`src/rtl/bdel_pkg.sv`:
```
package bdel_pkg;

    localparam int unsigned KIND_W     = 2;
    localparam int unsigned IDX_W      = 8;
    localparam int unsigned HOLD_W     = 6;
    localparam int unsigned PRE_W      = 8;
    localparam int unsigned SLOTCFG_W  = 4;
    localparam int unsigned CFG_IDX_W  = 2;
    localparam int unsigned CFG_DATA_W = 8;

    localparam logic [HOLD_W-1:0]    DEBOUNCE_RST = 6'd20;
    localparam logic [PRE_W-1:0]     PRESCALE_RST = 8'd10;
    localparam logic [SLOTCFG_W-1:0] FIRST_RST    = 4'd0;
    localparam logic [SLOTCFG_W-1:0] SECOND_RST   = 4'd1;

    typedef enum logic [CFG_IDX_W-1:0] {
        CFG_DEBOUNCE = 2'd0,
        CFG_PRESCALE = 2'd1,
        CFG_FIRST    = 2'd2,
        CFG_SECOND   = 2'd3
    } cfg_idx_t;

    typedef enum logic [KIND_W-1:0] {
        KIND_TICK  = 2'd0,
        KIND_READ  = 2'd1,
        KIND_RESET = 2'd2,
        KIND_CLEAR = 2'd3
    } kind_t;

    // Operation applied to one slot by a read/write pair on the slot store.
    typedef enum logic [2:0] {
        OP_BTN1  = 3'd0,
        OP_BTN2  = 3'd1,
        OP_READ  = 3'd2,
        OP_RESET = 3'd3,
        OP_CLEAR = 3'd4
    } op_t;

    typedef struct packed {
        logic              level;
        logic              latch;
        logic [HOLD_W-1:0] hold;
    } slot_t;

    typedef struct packed {
        op_t  op;
        logic capture;
        logic tick_step;
        logic rd;
        logic wr;
        logic cnt_clr;
        logic cnt_inc;
        logic out_load;
    } cmd_t;

    typedef struct packed {
        logic cnt_last;
    } sts_t;

endpackage

```
`src/rtl/bdel_datapath.sv`:
```
module bdel_datapath #(
    parameter int unsigned NUM_SLOTS = 16
) (
    input  logic                               aclk,
    input  logic                               aresetn,
    input  bdel_pkg::cmd_t                     cmd_i,
    output bdel_pkg::sts_t                     sts_o,
    input  logic                               s_raw_one,
    input  logic                               s_raw_two,
    input  logic [bdel_pkg::IDX_W-1:0]         s_slot_index,
    output logic                               m_press_seen,
    input  logic                               cfg_we,
    input  logic [bdel_pkg::CFG_IDX_W-1:0]     cfg_index,
    input  logic [bdel_pkg::CFG_DATA_W-1:0]    cfg_wdata
);

    localparam int unsigned SLOT_W = $clog2(NUM_SLOTS);

    logic [bdel_pkg::HOLD_W-1:0]    debounce_reg;
    logic [bdel_pkg::PRE_W-1:0]     prescale_reload_reg;
    logic [bdel_pkg::SLOTCFG_W-1:0] first_slot_reg;
    logic [bdel_pkg::SLOTCFG_W-1:0] second_slot_reg;
    logic [bdel_pkg::PRE_W-1:0]     prescale_reg;
    logic [SLOT_W-1:0]              cnt_reg;
    logic                           raw_one_reg;
    logic                           raw_two_reg;
    logic [bdel_pkg::IDX_W-1:0]     idx_reg;
    logic                           seen_reg;
    logic                           m_press_seen_reg;
    bdel_pkg::slot_t                rdata_reg;
    bdel_pkg::slot_t                mem [NUM_SLOTS];

    logic [bdel_pkg::IDX_W-1:0]     addr_full;
    logic                           in_range;
    logic [SLOT_W-1:0]              addr;
    bdel_pkg::slot_t                wdata;
    logic                           raw;
    logic [bdel_pkg::HOLD_W-1:0]    hold_mid;

    always_comb begin
        case (cmd_i.op)
            bdel_pkg::OP_BTN1: addr_full = bdel_pkg::IDX_W'(first_slot_reg);
            bdel_pkg::OP_BTN2: addr_full = bdel_pkg::IDX_W'(second_slot_reg);
            bdel_pkg::OP_READ: addr_full = idx_reg;
            default:           addr_full = bdel_pkg::IDX_W'(cnt_reg);
        endcase
    end

    assign in_range = (addr_full < bdel_pkg::IDX_W'(NUM_SLOTS));
    assign addr     = addr_full[SLOT_W-1:0];
    assign raw      = (cmd_i.op == bdel_pkg::OP_BTN1) ? raw_one_reg : raw_two_reg;

    // Button update: a level change outside the hold-off is a press or a release;
    // the hold-off then counts down on prescaler wrap.
    always_comb begin
        wdata    = rdata_reg;
        hold_mid = rdata_reg.hold;
        case (cmd_i.op)
            bdel_pkg::OP_BTN1, bdel_pkg::OP_BTN2: begin
                wdata.level = raw;
                if (raw != rdata_reg.level && rdata_reg.hold == '0) begin
                    if (!raw) begin
                        hold_mid = debounce_reg;
                    end else begin
                        wdata.latch = 1'b1;
                    end
                end
                if (prescale_reg == '0 && hold_mid != '0) begin
                    wdata.hold = hold_mid - 1'b1;
                end else begin
                    wdata.hold = hold_mid;
                end
            end
            bdel_pkg::OP_READ, bdel_pkg::OP_CLEAR: begin
                wdata.latch = 1'b0;
            end
            bdel_pkg::OP_RESET: begin
                wdata = '{level: 1'b0, latch: 1'b0, hold: debounce_reg};
            end
            default: begin
                wdata = rdata_reg;
            end
        endcase
    end

    always_ff @(posedge aclk) begin
        if (cmd_i.rd && in_range) begin
            rdata_reg <= mem[addr];
        end
        if (cmd_i.wr && in_range) begin
            mem[addr] <= wdata;
        end
    end

    always_ff @(posedge aclk) begin
        if (!aresetn) begin
            debounce_reg        <= bdel_pkg::DEBOUNCE_RST;
            prescale_reload_reg <= bdel_pkg::PRESCALE_RST;
            first_slot_reg      <= bdel_pkg::FIRST_RST;
            second_slot_reg     <= bdel_pkg::SECOND_RST;
            prescale_reg        <= '0;
            cnt_reg             <= '0;
        end else begin
            if (cfg_we) begin
                case (cfg_index)
                    bdel_pkg::CFG_DEBOUNCE: debounce_reg <= cfg_wdata[bdel_pkg::HOLD_W-1:0];
                    bdel_pkg::CFG_PRESCALE: prescale_reload_reg <= cfg_wdata;
                    bdel_pkg::CFG_FIRST:    first_slot_reg <= cfg_wdata[bdel_pkg::SLOTCFG_W-1:0];
                    bdel_pkg::CFG_SECOND:   second_slot_reg <= cfg_wdata[bdel_pkg::SLOTCFG_W-1:0];
                    default: ;
                endcase
            end
            if (cmd_i.tick_step) begin
                if (prescale_reg == '0) begin
                    prescale_reg <= prescale_reload_reg;
                end else begin
                    prescale_reg <= prescale_reg - 1'b1;
                end
            end
            if (cmd_i.cnt_clr) begin
                cnt_reg <= '0;
            end else if (cmd_i.cnt_inc) begin
                cnt_reg <= cnt_reg + 1'b1;
            end
        end
    end

    always_ff @(posedge aclk) begin
        if (cmd_i.capture) begin
            raw_one_reg <= s_raw_one;
            raw_two_reg <= s_raw_two;
            idx_reg     <= s_slot_index;
            seen_reg    <= 1'b0;
        end else if (cmd_i.wr && in_range && cmd_i.op == bdel_pkg::OP_READ) begin
            seen_reg <= rdata_reg.latch;
        end
        if (cmd_i.out_load) begin
            m_press_seen_reg <= seen_reg;
        end
    end

    assign sts_o.cnt_last = (cnt_reg == SLOT_W'(NUM_SLOTS - 1));
    assign m_press_seen   = m_press_seen_reg;

endmodule

```
`src/rtl/bdel_ctrl.sv`:
```
module bdel_ctrl (
    input  logic                          aclk,
    input  logic                          aresetn,
    input  logic                          s_valid,
    output logic                          s_ready,
    input  logic [bdel_pkg::KIND_W-1:0]   s_kind,
    output logic                          m_valid,
    input  logic                          m_ready,
    output bdel_pkg::cmd_t                cmd_o,
    input  bdel_pkg::sts_t                sts_i
);

    typedef enum logic [1:0] {
        S_IDLE,
        S_RD,
        S_WR,
        S_FIN
    } state_t;

    state_t          state_reg, state_next;
    bdel_pkg::op_t   op_reg, op_next;
    logic            init_reg, init_next;
    logic            m_valid_reg, m_valid_next;

    always_comb begin
        state_next   = state_reg;
        op_next      = op_reg;
        init_next    = init_reg;
        m_valid_next = m_valid_reg && !m_ready;
        cmd_o        = '0;
        cmd_o.op     = op_reg;
        s_ready      = (state_reg == S_IDLE);
        case (state_reg)
            S_IDLE: begin
                if (s_valid) begin
                    cmd_o.capture = 1'b1;
                    state_next    = S_RD;
                    case (s_kind)
                        bdel_pkg::KIND_TICK: op_next = bdel_pkg::OP_BTN1;
                        bdel_pkg::KIND_READ: op_next = bdel_pkg::OP_READ;
                        bdel_pkg::KIND_RESET: begin
                            op_next       = bdel_pkg::OP_RESET;
                            cmd_o.cnt_clr = 1'b1;
                        end
                        default: begin
                            op_next       = bdel_pkg::OP_CLEAR;
                            cmd_o.cnt_clr = 1'b1;
                        end
                    endcase
                end
            end
            S_RD: begin
                cmd_o.rd        = 1'b1;
                cmd_o.tick_step = (op_reg == bdel_pkg::OP_BTN1);
                state_next      = S_WR;
            end
            S_WR: begin
                cmd_o.wr = 1'b1;
                if (op_reg == bdel_pkg::OP_BTN1) begin
                    op_next    = bdel_pkg::OP_BTN2;
                    state_next = S_RD;
                end else if (op_reg inside {bdel_pkg::OP_RESET, bdel_pkg::OP_CLEAR}) begin
                    cmd_o.cnt_inc = 1'b1;
                    if (!sts_i.cnt_last) begin
                        state_next = S_RD;
                    end else if (init_reg) begin
                        // The power-up clearing pass has no request behind it.
                        init_next  = 1'b0;
                        state_next = S_IDLE;
                    end else begin
                        state_next = S_FIN;
                    end
                end else begin
                    state_next = S_FIN;
                end
            end
            S_FIN: begin
                if (!m_valid_reg || m_ready) begin
                    cmd_o.out_load = 1'b1;
                    m_valid_next   = 1'b1;
                    state_next     = S_IDLE;
                end
            end
            default: begin
                state_next = S_IDLE;
            end
        endcase
    end

    always_ff @(posedge aclk) begin
        if (!aresetn) begin
            state_reg   <= S_RD;
            op_reg      <= bdel_pkg::OP_RESET;
            init_reg    <= 1'b1;
            m_valid_reg <= 1'b0;
        end else begin
            state_reg   <= state_next;
            op_reg      <= op_next;
            init_reg    <= init_next;
            m_valid_reg <= m_valid_next;
        end
    end

    assign m_valid = m_valid_reg;

`ifndef SYNTH
    a_load_free: assert property (@(posedge aclk) disable iff (!aresetn)
        cmd_o.out_load |-> (!m_valid_reg || m_ready))
        else $error("result loaded over an untaken result");
    a_one_at_a_time: assert property (@(posedge aclk) disable iff (!aresetn)
        (s_valid && s_ready) |=> !s_ready)
        else $error("second request taken while one is in progress");
    a_wr_after_rd: assert property (@(posedge aclk) disable iff (!aresetn)
        cmd_o.wr |-> $past(cmd_o.rd))
        else $error("slot write without preceding read");
    a_no_req_during_init: assert property (@(posedge aclk) disable iff (!aresetn)
        init_reg |-> !s_ready)
        else $error("request accepted during clearing pass");
`endif

endmodule

```
`src/rtl/button_debounce_edge_latch.sv`:
```
// Button debounce with press latch for NUM_SLOTS slots.
// Requests arrive on the s_ channel (valid/ready) with s_kind: a tick carrying
// the raw levels of two buttons, a read-and-clear of one slot's press latch,
// a reset of all slots, or a clear of all latches. Every request gives exactly
// one result on the m_ channel; m_press_seen is the latch value for a read and
// 0 otherwise. Configuration is written through cfg_we/cfg_index/cfg_wdata
// while the block is idle: a rule for the user, not enforced by the block.
// Slot state lives in a single-port store, one read or one write per cycle,
// and each slot touched costs a read and a write. Only one request is in
// progress at a time. After reset the block sweeps the store, resetting
// every slot, and s_ready stays low until the sweep ends. A finished result
// waits in the output register while the receiver stalls; the next request
// may be accepted meanwhile, and it holds in its last step until the output
// register is free.
module button_debounce_edge_latch #(
    parameter int unsigned NUM_SLOTS = 16
) (
    input  logic                               aclk,
    input  logic                               aresetn,
    input  logic                               s_valid,
    output logic                               s_ready,
    input  logic [bdel_pkg::KIND_W-1:0]        s_kind,
    input  logic                               s_raw_one,
    input  logic                               s_raw_two,
    input  logic [bdel_pkg::IDX_W-1:0]         s_slot_index,
    output logic                               m_valid,
    input  logic                               m_ready,
    output logic                               m_press_seen,
    input  logic                               cfg_we,
    input  logic [bdel_pkg::CFG_IDX_W-1:0]     cfg_index,
    input  logic [bdel_pkg::CFG_DATA_W-1:0]    cfg_wdata
);

    bdel_pkg::cmd_t cmd;
    bdel_pkg::sts_t sts;

    bdel_ctrl u_ctrl (
        .aclk    (aclk),
        .aresetn (aresetn),
        .s_valid (s_valid),
        .s_ready (s_ready),
        .s_kind  (s_kind),
        .m_valid (m_valid),
        .m_ready (m_ready),
        .cmd_o   (cmd),
        .sts_i   (sts)
    );

    bdel_datapath #(
        .NUM_SLOTS (NUM_SLOTS)
    ) u_datapath (
        .aclk         (aclk),
        .aresetn      (aresetn),
        .cmd_i        (cmd),
        .sts_o        (sts),
        .s_raw_one    (s_raw_one),
        .s_raw_two    (s_raw_two),
        .s_slot_index (s_slot_index),
        .m_press_seen (m_press_seen),
        .cfg_we       (cfg_we),
        .cfg_index    (cfg_index),
        .cfg_wdata    (cfg_wdata)
    );

endmodule

```
`config.mk`:
```
export PLATFORM = sky130hd
export DESIGN_NAME = button_debounce_edge_latch
export DESIGN_NICKNAME = d
export VERILOG_FILES = /design/src/rtl/bdel_pkg.sv /design/src/rtl/bdel_datapath.sv /design/src/rtl/bdel_ctrl.sv /design/src/rtl/button_debounce_edge_latch.sv
export SDC_FILE = /design/constraint.sdc
export NUM_CORES = 1
export LEC_CHECK = 0
export BUFFER_PORTS_ARGS = -buffer_cell sky130_fd_sc_hd__buf_2
export CAP_MARGIN = 5
export CORE_MARGIN = 2
export CORE_UTILIZATION = 62
export DETAILED_ROUTE_END_ITERATION = 10
export PLACE_DENSITY = 0.86
export SYNTH_ARGS = -nofsm -noshare
export SYNTH_HDL_FRONTEND = slang
export SYNTH_HIERARCHICAL = 1
export SYNTH_SLANG_ARGS = --single-unit
```
`constraint.sdc`:
```
create_clock -name aclk -period 4.1 [get_ports aclk]
set_input_delay 0.82 -clock aclk [delete_from_list [all_inputs] [get_ports aclk]]
set_output_delay 0.82 -clock aclk [all_outputs]
set_load 0.005 [all_outputs]
```
# Yosys cells after proc, flatten, opt, wreduce, memory -nomap -nowiden
# Memories as Yosys holds them, arrays and structs flattened. A register that Yosys moved wholly into a read port is not among the register bits.
# Index checks and enable logic that the tools add are counted.
[totals]
input_bits = 27
output_inout_bits = 3
regBits = 53
ram_bits = 128
memories = 1
word_cells = 107
[mem_list]
columns = ["name", "words", "word_bits", "rd", "rd_ports_with_merged_regs", "write_ports", "line", "text"]
rows = [
  ["u_datapath.mem", 16, 8, 1, 1, 1, "bdel_datapath.sv:31", "bdel_pkg::slot_t mem [NUM_SLOTS];"],
]
[op_classes]
addsub = 3
n_reduce_logical = 29
order_cmp = 1
eq_ne = 17
bitwise = 2
mux = 39
[ops]
columns = ["op", "n"]
rows = [
  ["$mux 6", 4],
  ["$pmux 8 s3", 1],
  ["$mux 1", 18],
  ["$mux 2", 7],
  ["$pmux 6 s2", 1],
  ["$eq 2x2->1 const B", 5],
  ["$reduce_and 2->1", 5],
  ["$pmux 3 s3", 1],
  ["$logic_not 8->1", 1],
  ["$lt 8x5->1 const B", 1],
  ["$mux 8", 1],
  ["$pmux 2 s4", 1],
  ["$sub 8x1->8 const B", 1],
  ["$eq 2x1->1 const B", 3],
  ["$eq 3x2->1 const B", 2],
  ["$logic_and 1x1->1", 6],
  ["$logic_not 2->1", 3],
  ["$logic_not 6->1", 1],
  ["$mux 3", 2],
  ["$pmux 3 s2", 1],
  ["$reduce_bool 6->1", 1],
  ["$reduce_or 2->1", 3],
  ["$sub 6x1->6 const B", 1],
  ["$add 4x1->4 const B", 1],
  ["other kinds (15)", 20],
]

# Longest topological paths before layout
# Gate-level depths: netlist of the first run.
[logic_depth]
ltp_word = 10
mapped_depth = 11
mapped_depth_nobuf = 9

# Cells and area by module
# Netlist of the first run, hierarchy kept.
[modules_own_cells]
columns = ["mod", "cells_per_inst", "instances", "seq_area_each_um2", "area_each_um2"]
rows = [
  ["bdel_datapath", 603, 1, 5114.9, 7838.8],
  ["bdel_ctrl", 49, 1, 140.1, 426.7],
]

# Least setup slack after synthesis of the first run
# No wires, ideal clock.
[synth_path]
path_type = "reg2reg"
start = "register, netlist name u_datapath/rdata_reg[4]"
end = "memory u_datapath/mem[0][1] (netlist name), data pin"
t_required_ps = 3798
setup_slack_ps = 915
t_arrival_ps = 2883
setup_ps = 302
stages_incl_launch_ff = 10
cell_sequence = "edfxtp_1 nor4_1 nand2_1 nor2_1 a21oi_1 ha_1 o311a_4 nor2_1 mux2_1 o221ai_1"
[synth_lines]
columns = ["element", "line"]
rows = [
  ["to (decl)", "bdel_datapath.sv:31"],
]

==> results of run 1 <==
==> synthesized netlist by cell type, types with 4 or more instances <==
cell type | n | share of area (%)
edfxtp_1 | 147 | 53
nand2_1 | 112 | 5.1
nor2_1 | 61 | 2.8
dfxtp_1 | 42 | 10
nand3_1 | 31 | 1.9
a21oi_1 | 22 | 1.3
mux2i_1 | 17 | 2.1
a32oi_1 | 16 | 1.7
o21ai_0 | 16 | 0.97
nand2b_1 | 14 | 1.1
clkbuf_1 | 13 | 0.59
inv_1 | 12 | 0.54
a211oi_1 | 11 | 1.0
buf_4 | 10 | 0.91
nor2b_1 | 10 | 0.76
mux4_1 | 8 | 2.5
mux4_2 | 8 | 2.2
nor3_1 | 8 | 0.48
ha_1 | 7 | 1.1
buf_6 | 5 | 0.68
nor4_1 | 5 | 0.38
mux2_2 | 4 | 0.54
==> layer usage <==
metal / track usage, % / up-vias / part of all wire, %
li1: - / 2542 / -
met1: 37.3 / 2802 / 38
met2: 46.7 / 370 / 48
met3: 7.33 / 75 / 9.9
met4: 14.1 / 0 / 4.1
met5: 0 / - / 0
==> worst max-delay path, delay by kind of cell, from the launching register on <==
family	cells	cell delay, ns
AOI/OAI and AO/OA	5	1.17
adders and majority gates	1	0.24
DFF	1	0.73
and+or+nand+nor	3	1.11
==> final cells by class <==
cell class                 count  area [µm²]
sequential                   189        5260
fill                         830        3840
multi-input combinational    421        2790
clock buffer                  17         425
timing repair buffer          59         383
tap                          176         220
clock inverter                15         178
inverter                      13        48.8
==> through the flow <==
stage | utilization, % | area [µm²]
2_1_floorplan | - | 8270
3_3_place_gp | 66.2 | 8690
3_5_place_dp | 66.2 | 8690
4_1_cts | 70.8 | 9300
5_1_grt | 70.8 | 9300
6_report | 70.8 | 9300
==> worst max path at each step <==
stage | start | endpoint | slack, ns | cells after the start
2_1_floorplan | u_datapath/rdata_reg[4] | u_datapath/mem[0][1] | 0.92 | 9
3_3_place_gp | u_ctrl/op_reg[2] | u_datapath/mem[13][2] | 0.82 | 9
3_5_place_dp | u_ctrl/op_reg[2] | u_datapath/mem[13][2] | 0.63 | 9
4_1_cts | u_ctrl/op_reg[2] | u_datapath/mem[8][4] | 0.59 | 9
5_1_grt | u_ctrl/op_reg[2] | u_datapath/mem[7][0] | 0.31 | 9
6_report | u_ctrl/op_reg[2] | u_datapath/mem[6][2] | 0.50 | 9
==> power groups by stage <==
stage | combinational [mW] | sequential [mW] | clock [mW]
floorplan | 0.404 | 2.23 | 0
global placement | 0.529 | 2.25 | 0
detailed placement | 0.553 | 2.25 | 0
CTS | 0.562 | 2.21 | 1.68
global route | 0.616 | 2.22 | 1.75
finish | 0.579 | 2.21 | 1.67
==> kinds of logic after synthesis <==
group	after synthesis	synth area share (%)
and+or+nand+nor	269	15.1
DFF	189	63.6
AOI/OAI and AO/OA	102	9.45
xor gates and xnor gates	4	0.424
adders and majority gates	7	1.06
muxes	39	7.60
buffers and inverters	42	2.83
==> flow_summary_export.csv, run 1 <==
group,metric,value,unit
outcome,outcome,"finished clean",
cells_and_area,post_route_cells_drive_above_1_share,16.9,%
power_and_ir_drop,power_frac_comb,13.0,%
power_and_ir_drop,p_seq_share,49.6,%
cells_and_area,largest_reg_flops,128,
placement,gp_congestion,0.968,
clock_tree,cts-hold-fix-buffers,0,
power_and_ir_drop,power,4.46,mW
yosys,synthesis.nets,686,
sta,setup_violations,0,
placement,dpl.hpwl,12500,µm
critical_path,start_kind,"flop",
routing,dr.pass1.iters,7,
cells_and_area,mostFrequentLayoutCell,"edfxtp_1",
die,core_area,13100,µm²
die,start_util,62.9,%
yosys,async_flop_share,0,%
global_routing,grt_pass1_vias,5678,
clock_tree,cts_made_buffers,17,
critical_path,reg2reg_depth,9,
cells_and_area,final_cell_mix,"edfxtp_1, nand2_1, nor2_1, dfxtp_1, nand3_1",
power_and_ir_drop,p_leak,3.33,nW
routing,wl_per_cell,22.3,µm
global_routing,track_usage,29.1,%
clock_tree,insertion_delay,0.44,ns
yosys,postSynthCellCount,652,
critical_path,regToRegStartpoint,"u_ctrl/op_reg[2]",
critical_path,crit_chain,"or2_1 -> o311ai_4 -> nor2_1 -> a21oi_1 -> ha_1 -> o311a_4 -> nor3_2 -> o21ai_0 -> a221o_1",
min_path,whs_path_depth,2,
sta,tightest_slew,1.09,ns
clock_tree,cts_setup_buffers,0,
die,die_w,119,µm
yosys,synth-main-ff-cell,"edfxtp_1",
min_path,min_to,"u_datapath/prescale_reload_reg[4]",
global_routing,grt_overflow,0,
critical_path,rr_endpoint,"u_datapath/mem[6][2]",
yosys,yosys_warnings,6,
power_and_ir_drop,clkPwrFrac,37.4,%
yosys,syn_area,8270,µm²
power_and_ir_drop,internal-power,3.29,mW
yosys,yosysSeqAreaShare,63.6,%
routing,drt_wl_total,19800,µm
placement,dp_cells,858,
die,io_pins,30,
die,num_rows,42,
clock_tree,cts_sinks,189,
clock_tree,h-tree-depth,4,
sta,layout_setup_ws,0.504,ns
clock_tree,cts.repair.resized,0,
power_and_ir_drop,switchingPower,1.17,mW
critical_path,worstSetupPathType,"reg -> reg",
routing,drc,0,
critical_path,arrival,3.70,ns
placement,place_ws,0.629,ns
sta,finalCritPeriodShare,87.7,%
sta,setup-tns-final,0,ns
power_and_ir_drop,p_sw_share,26.3,%
routing,drtIter0Drc,727,
critical_path,cp_max_fo,20,
critical_path,cp-end-kind,"flop",
sta,drv_slew,0,
clock_tree,cts_tree,"yes",
routing,viasPerCell,6.50,
cells_and_area,finalNonFillerCells,890,
cells_and_area,diodes,0,
routing,num_vias,5789,
clock_tree,cts_root_buf,"clkbuf_16",
power_and_ir_drop,powerDensity,480,nW/µm²
min_path,holdCritStartpoint,"u_datapath/prescale_reload_reg[4]",
critical_path,crit_required,4.20,ns
clock_tree,clockBufferDepth,2,
run,cap_violations,0,
sta,hold_viol,0,
yosys,synth_edf_count,147,
global_routing,grt_max_degree,50,
cells_and_area,regMostFlops,"u_datapath/mem",
yosys,syn_avg_cell_area,12.7,µm²
critical_path,cp_slowest_cell,"dfxtp_1",
sta,whs,0.462,ns
critical_path,slowest_delay,0.73,ns
global_routing,grt_pass1_wl,30800,µm
sta,min_period,3.60,ns
global_routing,antenna_found_initial,0,
cells_and_area,nets,735,
die,dieArea,14300,µm²
sta,grt_setup_unrepaired,"false",
min_path,hold_path.class,"reg -> reg",
sta,max_freq,278,MHz
routing,ant_nets,0,
critical_path,reg2reg_slack,0.50,ns
power_and_ir_drop,vdd_drop_max,0.474,mV
yosys,synth_cell_types,68,
clock_tree,path_clk_slew,0.07,ns
cells_and_area,area_growth_syn_to_layout,12.5,%
sta,final.setup_skew,0.00995,ns
placement,place.port_buffers,29,
die,dieHeight,119,µm
sta,slew_headroom,27.0,%
yosys,synth-seq-cells,189,
Note: power is estimated with default switching activity, not from simulation.
==> run 2: changes to the inputs <==
--- a/config.mk
+++ b/config.mk
@@ -5,12 +5,13 @@
 export SDC_FILE = /design/constraint.sdc
 export NUM_CORES = 1
 export LEC_CHECK = 0
-export BUFFER_PORTS_ARGS = -buffer_cell sky130_fd_sc_hd__buf_2
+export ABC_AREA = 1
 export CAP_MARGIN = 5
 export CORE_MARGIN = 2
-export CORE_UTILIZATION = 62
+export CORE_UTILIZATION = 63
 export DETAILED_ROUTE_END_ITERATION = 10
-export PLACE_DENSITY = 0.86
+export DONT_BUFFER_PORTS = 1
+export PLACE_DENSITY = 0.85
 export SYNTH_ARGS = -nofsm -noshare
 export SYNTH_HDL_FRONTEND = slang
 export SYNTH_HIERARCHICAL = 1
==> constraint.sdc (replaced) <==
create_clock -name aclk -period 4.1 [get_ports aclk]
set_input_delay 0.82 -clock aclk [delete_from_list [all_inputs] [get_ports aclk]]
set_output_delay 0.82 -clock aclk [all_outputs]
set_load 0.02 [all_outputs]
==> flow_summary_export.csv, run 2 <==
group,metric,value,unit
critical_path,crit_chain,"nor2_4 -> nand2_2 -> nand2_1 -> nand2_2 -> nand3_2 -> nand2_1 -> nand2_1 -> ha_1 -> nand3_1 -> nor2_1 -> nand2_1 -> nand2_1 -> nand2_1 -> nand3_1 -> nand2_1",
clock_tree,cts_setup_buffers,0,
min_path,holdCritStartpoint,"aresetn",
cells_and_area,fin_util,69.5,%
cells_and_area,mostFrequentLayoutCell,"nand2_1",
routing,drt_wl_total,18400,µm
yosys,yosysSeqAreaShare,61.2,%
critical_path,cp_slowest_cell,"nand2_1",
yosys,syn_area,8580,µm²
yosys,synth-seq-cells,189,
critical_path,crit_required,4.08,ns
cells_and_area,largest_reg_flops,128,
sta,drv_slew,0,
yosys,yosys.area.top_type_share,51.4,%
placement,dpl.hpwl,11900,µm
sta,max_freq,317,MHz
global_routing,antenna_found_initial,0,
global_routing,grt_pass1_wl,29100,µm
cells_and_area,post_route_cells_drive_above_1_share,7.15,%
routing,top_layer,"met4",
critical_path,crit_top_cell,"nand2_1",
global_routing,track_usage,26.4,%
yosys,syn_avg_cell_area,9.03,µm²
clock_tree,clockBufferDepth,2,
power_and_ir_drop,vdd_drop_max,0.407,mV
yosys,synthesis.nets,984,
cells_and_area,regMostFlops,"u_datapath/mem",
sta,grt_setup_unrepaired,"false",
critical_path,arrival,3.14,ns
die,die_w,121,µm
critical_path,regToRegStartpoint,"u_ctrl/op_reg[1]",
die,num_rows,42,
routing,viasPerCell,5.50,
clock_tree,cts_tree,"yes",
routing,drc,0,
clock_tree,h-tree-depth,4,
run,cap_violations,0,
global_routing,grt_max_degree,65,
critical_path,slowest_delay,0.45,ns
cells_and_area,nets,986,
global_routing,grt_pass1_vias,5888,
yosys,yosys_warnings,6,
cells_and_area,area_growth_syn_to_layout,7.74,%
min_path,hold_path.class,"in -> reg",
cells_and_area,fillers,988,
routing,dr.pass1.iters,5,
critical_path,path_buf_inv,0,
yosys,synth_most_common_cell,"nand2_1",
placement,gp_congestion,0.911,
clock_tree,path_clk_slew,0.07,ns
critical_path,cp-startpoint,"u_ctrl/op_reg[1]",
sta,tightest_slew,1.01,ns
sta,slew_headroom,32.6,%
sta,hold_viol,0,
yosys,synth_edf_count,147,
die,dieHeight,121,µm
clock_tree,cts_root_buf,"clkbuf_16",
sta,setup-tns-final,0,ns
critical_path,cp_max_fo,16,
critical_path,crit_family,"simple AND/OR/NAND/NOR gates",
routing,dr_wl_met2,8880,µm
sta,setup_violations,0,
power_and_ir_drop,powerDensity,500,nW/µm²
die,start_util,64.5,%
routing,drt-met1-wl,7660,µm
critical_path,worstSetupPathType,"reg -> reg",
yosys,synth_cell_types,41,
cells_and_area,final_cell_mix,"nand2_1, edfxtp_1, inv_1, nor2_1, dfxtp_1",
cells_and_area,diodes,0,
sta,final.setup_skew,0.0120,ns
yosys,yosys-top-cells-area,"edfxtp_1, nand2_1, dfxtp_1",
clock_tree,cts_made_buffers,17,
die,dieArea,14600,µm²
clock_tree,insertion_delay,0.44,ns
routing,drtIter0Drc,856,
routing,ant_nets,0,
critical_path,cp-end-kind,"flop",
yosys,yosysTopAreaCell,"edfxtp_1",
routing,num_vias,6279,
die,core_area,13300,µm²
sta,min_period,3.16,ns
global_routing,grt_overflow,0,
routing,routed-wl-met3,1480,µm
clock_tree,cts-hold-fix-buffers,0,
yosys,synth-main-ff-cell,"edfxtp_1",
critical_path,start_kind,"flop",
yosys,async_flop_share,0,%
routing,wl_per_cell,16.1,µm
outcome,outcome,"finished clean",
yosys,postSynthCellCount,950,
clock_tree,cts_sinks,189,
die,io_pins,30,
clock_tree,cts.repair.resized,0,
sta,finalCritPeriodShare,77.0,%
yosys,synthTopCellsByCount,"nand2_1, edfxtp_1, inv_1",
power_and_ir_drop,p_leak,3.92,nW
placement,place.port_buffers,0,
[run 2: changes by cell type after synthesis, moves of 7 or more]
cell / delta
nand2_1: +314
inv_1: +69
mux2i_1: -17
a32oi_1: -16
nand2b_1: -14
o21ai_0: +14
clkbuf_1: -10
nor2b_1: -10
a211oi_1: -9
buf_2: +8
mux4_1: -8
mux4_2: -8
inv_2: +7
[run 2: final cells by class]
| type | instances | area [µm²] | share of cell area (%) |
|---|---|---|---|
| clock buffers | 17 | 425 | 4.60 |
| clock inverters | 15 | 123 | 1.33 |
| inverters | 93 | 352 | 3.80 |
| multi-input cells | 646 | 2830 | 30.6 |
| flip-flops and latches | 189 | 5260 | 56.8 |
| well taps | 176 | 220 | 2.38 |
| repair buffers | 5 | 37.5 | 0.406 |
[run 2: final timing paths]
check,end,slack [ns],cells after the start
worst max-delay path,u_datapath/mem[9][4],0.94,15
worst min-delay path,u_ctrl/op_reg[0],0.46,1
worst max register to register,u_datapath/mem[9][4],0.94,15
worst min register to register,u_datapath/first_slot_reg[3],0.46,2
[run 2: worst register-to-register path, delay by kind of cell (launching register included)]
kind                       cells  cell delay (ns)
and+or+nand+nor               14             2.09
DFF                            1             0.43
adders and majority gates      1             0.18
[run 2: stage by stage]
step	cells	power, mW	worst slack [ns]	hold slack, ns	instance area (µm²)
global placement	1109	3.09	1.16	0.449	8700
detailed placement	1109	3.10	1.06	0.454	8700
CTS	1141	4.62	1.06	0.445	9250
finish	1141	4.63	0.942	0.460	9250
floorplan	950	2.89	1.56	0.409	8580
global route	1141	4.82	0.757	0.445	9250
[run 2: power by group]
group,switching (mW),internal (mW)
clock network,0.743,0.794
registers,0.0398,2.21
logic,0.625,0.215
[run 2: metal layers]
layer / global-route usage [%] / vias up
met2: 42.4 / 237
met1: 35.9 / 2905
met5: 0 / -
li1: - / 3100
met4: 8.36 / 0
met3: 6.13 / 37
[run 2: cells by family after synthesis]
group	synth area share (%)
flip-flops	61.2
AO/OA/AOI/OAI	5.69
XOR/XNOR	0.102
buffers and inverters	5.89
AND/OR/NAND/NOR	26.1
adder cells (fa/ha/maj)	1.02
